--- config.mk ---
export PLATFORM = sky130hd
export DESIGN_NAME = lacc_cell
export DESIGN_NICKNAME = d
export VERILOG_FILES = /design/src/rtl/assert_macros.svh /design/src/rtl/lacc_pkg.sv /design/src/rtl/lacc_cell.sv
export SDC_FILE = /design/constraint.sdc
export NUM_CORES = 1
export LEC_CHECK = 0
export BUFFER_PORTS_ARGS = -buffer_cell sky130_fd_sc_hd__buf_2
export CAP_MARGIN = 10
export CORE_UTILIZATION = 25
export CTS_BUF_LIST = sky130_fd_sc_hd__clkbuf_8
export DETAILED_ROUTE_END_ITERATION = 12
export PLACE_DENSITY_LB_ADDON = 0.08
export SLEW_MARGIN = 30
export SYNTH_ARGS = -nofsm -noshare
export SYNTH_HDL_FRONTEND = slang
export SYNTH_SLANG_ARGS = --single-unit
--- constraint.sdc ---
create_clock -name clock -period 5.8 [get_ports clock]
set_input_delay 0.58 -clock clock [delete_from_list [all_inputs] [get_ports clock]]
set_output_delay 0.58 -clock clock [all_outputs]
set_load 0.02 [all_outputs]
--- src/rtl/assert_macros.svh ---
// Assertion helpers used by the cache table RTL.
`ifndef ASSERT_MACROS_SVH
`define ASSERT_MACROS_SVH

// Property checked on every rising edge outside reset.
`define ASSERT_CLK(lbl, clk, rst, prop) \
   lbl: assert property (@(posedge clk) disable iff (rst) (prop)) \
      else $error("%m: assertion failed");

// Condition that must never be seen outside reset.
`define ASSERT_NEVER(lbl, clk, rst, cond) \
   `ASSERT_CLK(lbl, clk, rst, !(cond))

`endif

--- src/rtl/lacc_pkg.sv ---
package lacc_pkg;

   localparam int ENTRIES_DEF = 16;
   localparam int KEY_W       = 64;
   localparam int VALUE_W     = 32;
   localparam int STAMP_W     = 32;
   localparam int SLOT_W      = 4;
   localparam int RSP_DATA_W  = 40;

   localparam logic CMD_LOOKUP = 1'b0;
   localparam logic CMD_INSERT = 1'b1;

   typedef enum logic [1:0] {
      ST_IDLE,
      ST_BUSY,
      ST_WAIT
   } ctl_state_type;

   // Search token walked down the row of slot cells
   typedef struct packed {
      logic               active;
      logic               cmd;
      logic [KEY_W-1:0]   key;
      logic [VALUE_W-1:0] value;
      logic               found;
      logic               free_found;
      logic [VALUE_W-1:0] match_value;
      logic [STAMP_W-1:0] best_stamp;
   } scan_token_type;

   // Write-back broadcast to all cells
   typedef struct packed {
      logic               en;
      logic               fill;
      logic [STAMP_W-1:0] stamp;
      logic [KEY_W-1:0]   key;
      logic [VALUE_W-1:0] value;
   } cell_wr_type;

endpackage

--- src/rtl/lacc_cell.sv ---
module lacc_cell #(
   parameter int IDX_W = 4,
   parameter int IDX   = 0
) (
   input  logic                     clock,
   input  logic                     reset,
   input  lacc_pkg::scan_token_type prev_tok,
   input  logic [IDX_W-1:0]         prev_match_idx,
   input  logic [IDX_W-1:0]         prev_free_idx,
   input  logic [IDX_W-1:0]         prev_best_idx,
   output lacc_pkg::scan_token_type next_tok,
   output logic [IDX_W-1:0]         next_match_idx,
   output logic [IDX_W-1:0]         next_free_idx,
   output logic [IDX_W-1:0]         next_best_idx,
   input  lacc_pkg::cell_wr_type    wr,
   input  logic [IDX_W-1:0]         wr_idx
);

   localparam logic [IDX_W-1:0] MY_IDX   = IDX_W'(IDX);
   localparam bit               IS_FIRST = (IDX == 0);

   logic                              valid_ff;
   logic [lacc_pkg::STAMP_W-1:0]      stamp_ff;
   logic [lacc_pkg::KEY_W-1:0]        key_ff;
   logic [lacc_pkg::VALUE_W-1:0]      value_ff;
   lacc_pkg::scan_token_type          tok_ff, tok_in;
   logic [IDX_W-1:0]                  match_idx_ff, match_idx_in;
   logic [IDX_W-1:0]                  free_idx_ff, free_idx_in;
   logic [IDX_W-1:0]                  best_idx_ff, best_idx_in;
   logic                              wr_sel;

   assign wr_sel = wr.en && (wr_idx == MY_IDX);

   always_comb begin
      tok_in       = prev_tok;
      match_idx_in = prev_match_idx;
      free_idx_in  = prev_free_idx;
      best_idx_in  = prev_best_idx;
      // first matching valid slot wins
      if (!prev_tok.found && valid_ff && (key_ff == prev_tok.key)) begin
         tok_in.found       = 1'b1;
         tok_in.match_value = value_ff;
         match_idx_in       = MY_IDX;
      end
      if (!prev_tok.free_found && !valid_ff) begin
         tok_in.free_found = 1'b1;
         free_idx_in       = MY_IDX;
      end
      // strict less-than keeps the lowest index on ties
      if (IS_FIRST || (stamp_ff < prev_tok.best_stamp)) begin
         tok_in.best_stamp = stamp_ff;
         best_idx_in       = MY_IDX;
      end
   end

   always_ff @(posedge clock) begin
      if (reset) begin
         valid_ff <= 1'b0;
         stamp_ff <= '0;
      end else if (wr_sel) begin
         stamp_ff <= wr.stamp;
         if (wr.fill) begin
            valid_ff <= 1'b1;
         end
      end
   end

   always_ff @(posedge clock) begin
      if (wr_sel && wr.fill) begin
         key_ff   <= wr.key;
         value_ff <= wr.value;
      end
   end

   always_ff @(posedge clock) begin
      if (reset) begin
         tok_ff.active <= 1'b0;
      end else begin
         tok_ff       <= tok_in;
         match_idx_ff <= match_idx_in;
         free_idx_ff  <= free_idx_in;
         best_idx_ff  <= best_idx_in;
      end
   end

   assign next_tok       = tok_ff;
   assign next_match_idx = match_idx_ff;
   assign next_free_idx  = free_idx_ff;
   assign next_best_idx  = best_idx_ff;

endmodule

; ---- Word-level counts from Yosys, hierarchy flattened
; Index checks and enable logic that the tools add are counted.
[totals]
output_inout_bits = 176
memories = 0
ram_bits = 0
wordCells = 26
latchBits = 0
rom_bits = 0
ff_bits = 301
in_bits = 312
[op_classes]
n_lt_le_gt_ge = 0
shifts = 0
eq_ne = 1
bitwise_logic = 0
reduce_logical = 10
div = 0
mul = 0
mux = 1
addsub = 0
[op_table]
columns = cell, count
row1 = $eq 64x64->1, 1
row2 = $mux 32, 1
row3 = $logic_and 1x1->1, 5
row4 = $logic_not 4->1, 1
row5 = $logic_not 1->1, 3
row6 = $reduce_and 2->1, 1

; ---- Longest topological paths before layout
; Gate-level depths: netlist (run 1).
[depth]
ltp_word = 4
ltp_mapped = 8
ltp_nobuf = 6

; ---- Worst setup path after synthesis (run 1)
; Ideal clock, no wire load.
[synth_timing]
kind = input -> register
from = in reset
to = reg free_idx_ff[0], in the netlist next_free_idx[0], enable pin
path_buffers = 1
setup_time_ns = 0.524
t_required_ns = 5.276
cell_stages = 2
arrival_time_ns = 4.053
setup_slack_ns = 1.224
path_cell_list = clkbuf_1 > inv_1
[synth_lines]
columns = element, line
row1 = from (decl), lacc_cell.sv:6  ; input logic reset,
row2 = to (signal assigned), lacc_cell.sv:81  ; free_idx_ff <= free_idx_in;
row3 = to (decl), lacc_cell.sv:28  ; logic [IDX_W-1:0] free_idx_ff, free_idx_in;
; No word-level cell between the ends.

==> results.txt, run 1 <==
Worst-case clock buffer depth -> 3
Drt initial violations -> 211
PostCTS Resize Cnt -> 0
Final core occ -> 0.350
Hold_ws -> 0.126 ns
Clock Power Share -> 0.394
Max Cap Viol -> 0
Crit path DAT -> 3.48 ns
EDFF count, synth -> 267
Largest net degree at the start of global routing -> 69
Internal power -> 3.63 mW
Setup TNS -> 0 ns
Vias per inst -> 4.04
# nets final -> 1373
Avg Cell Area, Syn -> 18.6 um^2
Die W -> 207 um
All-layer global routing usage -> 0.140
Overflow after GRT -> 0
Clock skew -> 0.0349 ns
Std-Cell Rows -> 74
Die Y-Extent -> 207 um
Total CTS buffers -> 54
Clock Pin Slew Worst Setup and Hold Paths -> 0.06 ns
Number of port buffers -> 447
Die ar. -> 43000 um^2
Critical-path top delay cell -> or4_2
Fmax -> 321 MHz
Worst Max-Slew Pin Slew -> 0.888 ns
Final period util -> 0.537
Synth Warn # -> 0
VDD IR-drop max -> 150 uV
Clock sink count -> 301
Crit start category -> register
Final ANT Viol Nets -> 0
Crit. Startpoint -> key_ff[1]
Static leakage -> 5.92 nW
Synth Flop Type -> edfxtp_1
Ys async rst share -> 0
Max Slew Vio Count -> 0
CP Max Fanout -> 37
Period minus WS final -> 3.12 ns
Mapped Area -> 10500 um^2
Area after DPL -> 13400 um^2
Sw Pwr -> 1.15 mW
Switching part of the total -> 0.240
Starting Density -> 0.256
Layout area overhead -> 36.7%
Root Driver -> clkbuf_8
HPWL Detailed -> 22300 um
Routability cong. -> 0.739
CP Depth -> 6
Setup Buffers After CTS -> 0
Worst Hold Depth -> 1
Crit Path Class -> reg -> reg
DR vias -> 6645
CP required -> 6.17 ns
Crit path largest cell delay -> 0.68 ns
Skew-Pair Late Insertion Delay -> 0.63 ns
Gate power share -> 0.084
H-Tree Level Count -> 2
R2R cell count -> 6
Setup violators final -> 0
Placed insts -> 1537
Core area -> 41200 um^2
Final non-filler cell total -> 1643
WP buf/inv -> 1
Final Hold Fails -> 0
WL per Instance -> 18.8 um
Pre-antenna DRT Iters -> 7
Tightest Hold Check Type -> in -> reg
Total wire length -> 30900 um
Hold_buf cts -> 0
Setup WS post-layout -> 2.68 ns
Worst hold start -> wr[57]
R2R Path End -> next_tok[45]
DRC Markers -> 0
Sequential-to-total area share from yosys stat -> 0.825
Post-Syn Instances -> 568
Worst-path cell chain -> xor2_1 > nor4_1 > nand4_1 > or4_2 > buf_4 > mux2_4
RSZ-0062 raised after global routing -> false
R2R Setup Slk -> 2.68 ns
Top Ports -> 488
Rel. slew slack -> 0.408
Critical path's top delay family -> simple AND/OR/NAND/NOR gates
Worst R2R Start -> key_ff[1]
Cell Pwr Density -> 331 nW/um^2
DP Worst Slack -> 2.19 ns
Hold endpoint -> key_ff[25]
Sequential share of power -> 0.522
Fin area -> 14400 um^2
First-pass GRT wire length -> 44300 um
Post-synth cell types -> 32
Status -> finished clean
Initial antenna violation count -> 11
Critical Path End Type -> register
#FFs+latches synth -> 301
Power Total -> 4.77 mW
CTS tree -> done
Layout cell share with drive strength beyond 1 -> 0.502
Vias in the first global route -> 6936
==> power by group through the flow <==
stage          clock network (mW)  logic, mW  registers [mW]
3_5_place_dp                    0      0.410            2.54
6_report                     1.88      0.401            2.49
4_1_cts                      1.98      0.411            2.49
3_3_place_gp                    0      0.408            2.53
5_1_grt                      2.05      0.430            2.50
2_1_floorplan                   0     0.0710            2.66
==> metal layers <==
layer	share of wire	routed length (um)	track usage
met5	0.0028	87	0
met1	0.39	12000	0.158
met4	0.025	762	0.0569
met3	0.11	3340	0.0655
met2	0.48	14700	0.229
==> cell usage in the layout (no fill, tap or decap) <==
cell type	synthesis	layout
a21oi_1	32	32
diode_2	0	6
or4_2	0	1
o2bb2ai_1	4	4
nor3_1	2	2
nand2b_1	3	3
xor2_1	32	32
nand4b_1	1	1
and2_1	5	5
clkinv_1	0	11
clkbuf_8	0	58
o21a_1	1	1
mux2_2	7	7
a2111oi_2	1	1
nor4_1	10	10
a221o_1	1	1
nand2_1	66	66
nor2_1	1	1
a22oi_1	2	2
xnor2_1	17	17
conb_1	1	4
buf_2	0	447
mux2_4	25	25
nor4bb_1	1	1
dfxtp_1	34	34
o22ai_1	5	5
nor2b_1	6	6
bufinv_16	0	2
and3_4	0	1
clkinv_2	0	5
edfxtp_1	267	267
nand4_1	7	7
inv_6	0	1
a222oi_1	1	1
inv_1	15	37
buf_4	4	6
clkinvlp_4	0	1
==> cell usage after synthesis (3+ instances only) <==
master	n	share of area
nand4_1	7	0.0042
o22ai_1	5	0.0030
a21oi_1	32	0.015
nor2b_1	6	0.0036
clkbuf_1	11	0.0039
xor2_1	32	0.027
xnor2_1	17	0.014
mux2_2	7	0.0075
mux2_4	25	0.036
inv_1	15	0.0053
and2_1	5	0.0030
edfxtp_1	267	0.76
buf_4	4	0.0028
nand2b_1	3	0.0018
nor4_1	10	0.0059
nand2_1	66	0.023
o2bb2ai_1	4	0.0033
dfxtp_1	34	0.065
==> how the worst max path moves through the flow <==
| stage | endpoint | slack, ns |
|---|---|---|
| finish | next_tok[45] | 2.68 |
| CTS | next_tok[39] | 2.55 |
| global route | next_tok[40] | 2.46 |
| global placement | next_tok[56] | 2.24 |
| floorplan | next_free_idx[0] | 1.22 |
| detailed placement | next_tok[39] | 2.19 |
==> state kept, by name, indices dropped and copies added (netlist names) <==
| signal | cells |
|---|---|
| stamp_ff | 32 |
| next_tok | 164 |
| next_free_idx | 4 |
| next_match_idx | 4 |
| value_ff | 32 |
| valid_ff | 1 |
| key_ff | 64 |
==> kinds of logic (layout without fill, tap and decap cells) <==
logic type	Yosys count	in the layout	synth area share
AOI/OAI and AO/OA	47	47	0.0269
muxes	32	32	0.0431
DFF	301	301	0.825
and+or+nand+nor	104	104	0.0463
other	1	10	0.000356
buffers and inverters	34	568	0.0180
xor gates and xnor gates	49	49	0.0407
==> worst register-to-register path, cell delays in order, from the launching register on <==
cell      delay, ns
edfxtp_1       0.38
xor2_1         0.18
nor4_1         0.67
nand4_1        0.19
or4_2          0.68
buf_4          0.33
mux2_4         0.45
==> layout make-up <==
type	count	area (um^2)
Clock inverter	42	220
Inverter	15	61.3
Tap cell	532	666
Multi-Input combinational cell	236	1680
Clock buffer	58	798
Fill cell	4105	26800
Timing Repair Buffer	453	2280
Sequential cell	301	8700
Antenna cell	6	15.0
Power figures use the tool's default switching activity.
==> run 2, diff against run 1 <==
- ABC_AREA: unset -> 1
- clock period: 5.8 -> 2.62 ns (I/O delays scaled with it)
==> results.txt, run 2 <==
Crit Path Class -> reg -> reg
Clock sink count -> 301
Die W -> 211 um
Ys async rst share -> 0
Crit path DAT -> 2.44 ns
Root Driver -> clkbuf_8
Layout fillers -> 4326
DR vias -> 8629
Crit path largest cell delay -> 0.33 ns
Area leader, netlist -> edfxtp_1
Max Slew Vio Count -> 0
Overflow after GRT -> 0
Total wire length -> 33900 um
Synth Flop Type -> edfxtp_1
Sequential-to-total area share from yosys stat -> 0.793
Largest register FFs -> 164
Worst-path cell chain -> inv_1 > nand2_1 > o21ai_0 > nor2_1 > nand2_1 > nor2_1 > nand2_1 > nor2_4 > nand3_4 > buf_4 > nand2_1 > nand2_1
Max Cap Viol -> 0
Mapped Area -> 11000 um^2
All-layer global routing usage -> 0.148
Static leakage -> 7.87 nW
CP required -> 2.99 ns
DRC Markers -> 0
Drt initial violations -> 293
Max layer used -> met4
Final ANT Viol Nets -> 0
Final non-filler cell total -> 2220
Skew-Pair Late Insertion Delay -> 0.64 ns
Layout cell share with drive strength beyond 1 -> 0.327
Final period util -> 0.790
Avg Cell Area, Syn -> 13.3 um^2
Commonest non-fill, non-tap cell in the layout -> buf_2
Critical path's top delay family -> simple AND/OR/NAND/NOR gates
Routability cong. -> 0.729
Critical-path top delay cell -> edfxtp_1
Starting Density -> 0.254
Die ar. -> 44700 um^2
WL met3 -> 2500 um
Tightest Hold Check Type -> in -> reg
Final Hold Fails -> 0
Met2 wire len -> 16500 um
Top Ports -> 488
Vias per inst -> 3.89
EDFF count, synth -> 267
# nets final -> 1903
Clock skew -> 0.0323 ns
Total CTS buffers -> 56
Cell Pwr Density -> 613 nW/um^2
Most common cell on crit path -> nand2_1
HPWL Detailed -> 23200 um
Final core occ -> 0.409
First-pass GRT wire length -> 49900 um
CTS tree -> done
VDD IR-drop max -> 373 uV
Std-Cell Rows -> 76
Period minus WS final -> 2.07 ns
Synth area leaders -> edfxtp_1, nand2_1, dfxtp_1
Most frequent cell after synthesis -> edfxtp_1
Top-area cell type share of the netlist area -> 0.731
Worst R2R Start -> key_ff[43]
Top cells by count, synth -> edfxtp_1, nand2_1, nor2_1
Core area -> 43200 um^2
Status -> finished clean
Pre-antenna DRT Iters -> 4
Placed insts -> 1847
H-Tree Level Count -> 2
Post-synth cell types -> 23
Initial antenna violation count -> 0
RSZ-0062 raised after global routing -> false
Worst-case clock buffer depth -> 3
Clock Pin Slew Worst Setup and Hold Paths -> 0.06 ns
Synth Warn # -> 0
Critical Path End Type -> register
Post-Syn Instances -> 825
Rel. slew slack -> 0.571
Largest net degree at the start of global routing -> 61
WL per Instance -> 15.3 um
Fmax -> 483 MHz
Crit start category -> register
Hold_ws -> 0.254 ns
CP Max Fanout -> 37
Crit. Startpoint -> key_ff[43]
Worst Max-Slew Pin Slew -> 0.643 ns
Setup violators final -> 0
Setup TNS -> 0 ns
WP buf/inv -> 2
Number of port buffers -> 447
Most frequent cells in the layout -> buf_2, dlygate4sd3_1, edfxtp_1, nand2_1, nor2_1
Vias in the first global route -> 8952
#FFs+latches synth -> 301
# diodes -> 0
WL met1 -> 13900 um
Die Y-Extent -> 211 um
Layout area overhead -> 61.1%
Worst hold start -> wr_idx[0]
-- run 2: final timing paths --
| check | slack [ns] | end | cells after the start |
|---|---|---|---|
| max reg2reg | 0.55 | next_tok[52] | 12 |
| max | 0.55 | next_tok[52] | 12 |
| min | 0.25 | stamp_ff[11] | 5 |
| min reg2reg | 0.42 | next_tok[19] | 0 |
-- run 2: final cells by class --
cell class | count | area [um^2] | area share
flip-flops and latches | 301 | 8700 | 0.492
clock inverters | 43 | 183 | 0.0103
multi-input cells | 418 | 1830 | 0.103
repair buffers | 731 | 5100 | 0.288
well taps | 585 | 732 | 0.0414
clock buffers | 59 | 812 | 0.0459
inverters | 83 | 323 | 0.0183
-- run 2: power by group --
part	total, mW	switching (mW)	internal [mW]
clock network	4.08	2.01	2.07
registers	5.52	0.0546	5.47
logic	1.24	0.645	0.594
total	10.8	2.71	8.13
-- run 2: tightest hold or removal path, delay by kind of cell --
kind	cells	cell delay, ns
compound gates	1	0.18
simple gates	3	0.31
buf+inv	1	0.08
-- run 2: kinds of logic (layout without fill, tap and decap cells) --
kind of cell    after synthesis  after routing  synth area share
compound gates               49             49            0.0228
xor+xnor                     14             14            0.0112
flops                       301            301             0.793
buf+inv                     109            916            0.0417
other cells                   1              4          0.000342
simple gates                351            351             0.131
-- run 2: layer usage --
metal | global-route usage | up-vias
met5 | 0 | -
met4 | 0.0622 | 0
met3 | 0.0481 | 68
met2 | 0.247 | 273
met1 | 0.176 | 3953
li1 | - | 4335
-- run 2: repair_timing --
item / in CTS / in global routing
hold endpoints to repair: 269 / 0
setup buffers: 0 / 0
hold buffers: 271 / 0
gates resized for setup: 0 / 0
-- run 2: stage by stage --
stage	cell area, um^2	setup slack [ns]	total power, mW
after floorplan	11000	0.0156	6.05
after global placement	14000	0.425	6.54
after detailed placement	14000	0.431	6.55
after CTS	17700	0.413	11.1
after global routing	17700	0.281	11.4
final	17700	0.551	10.8
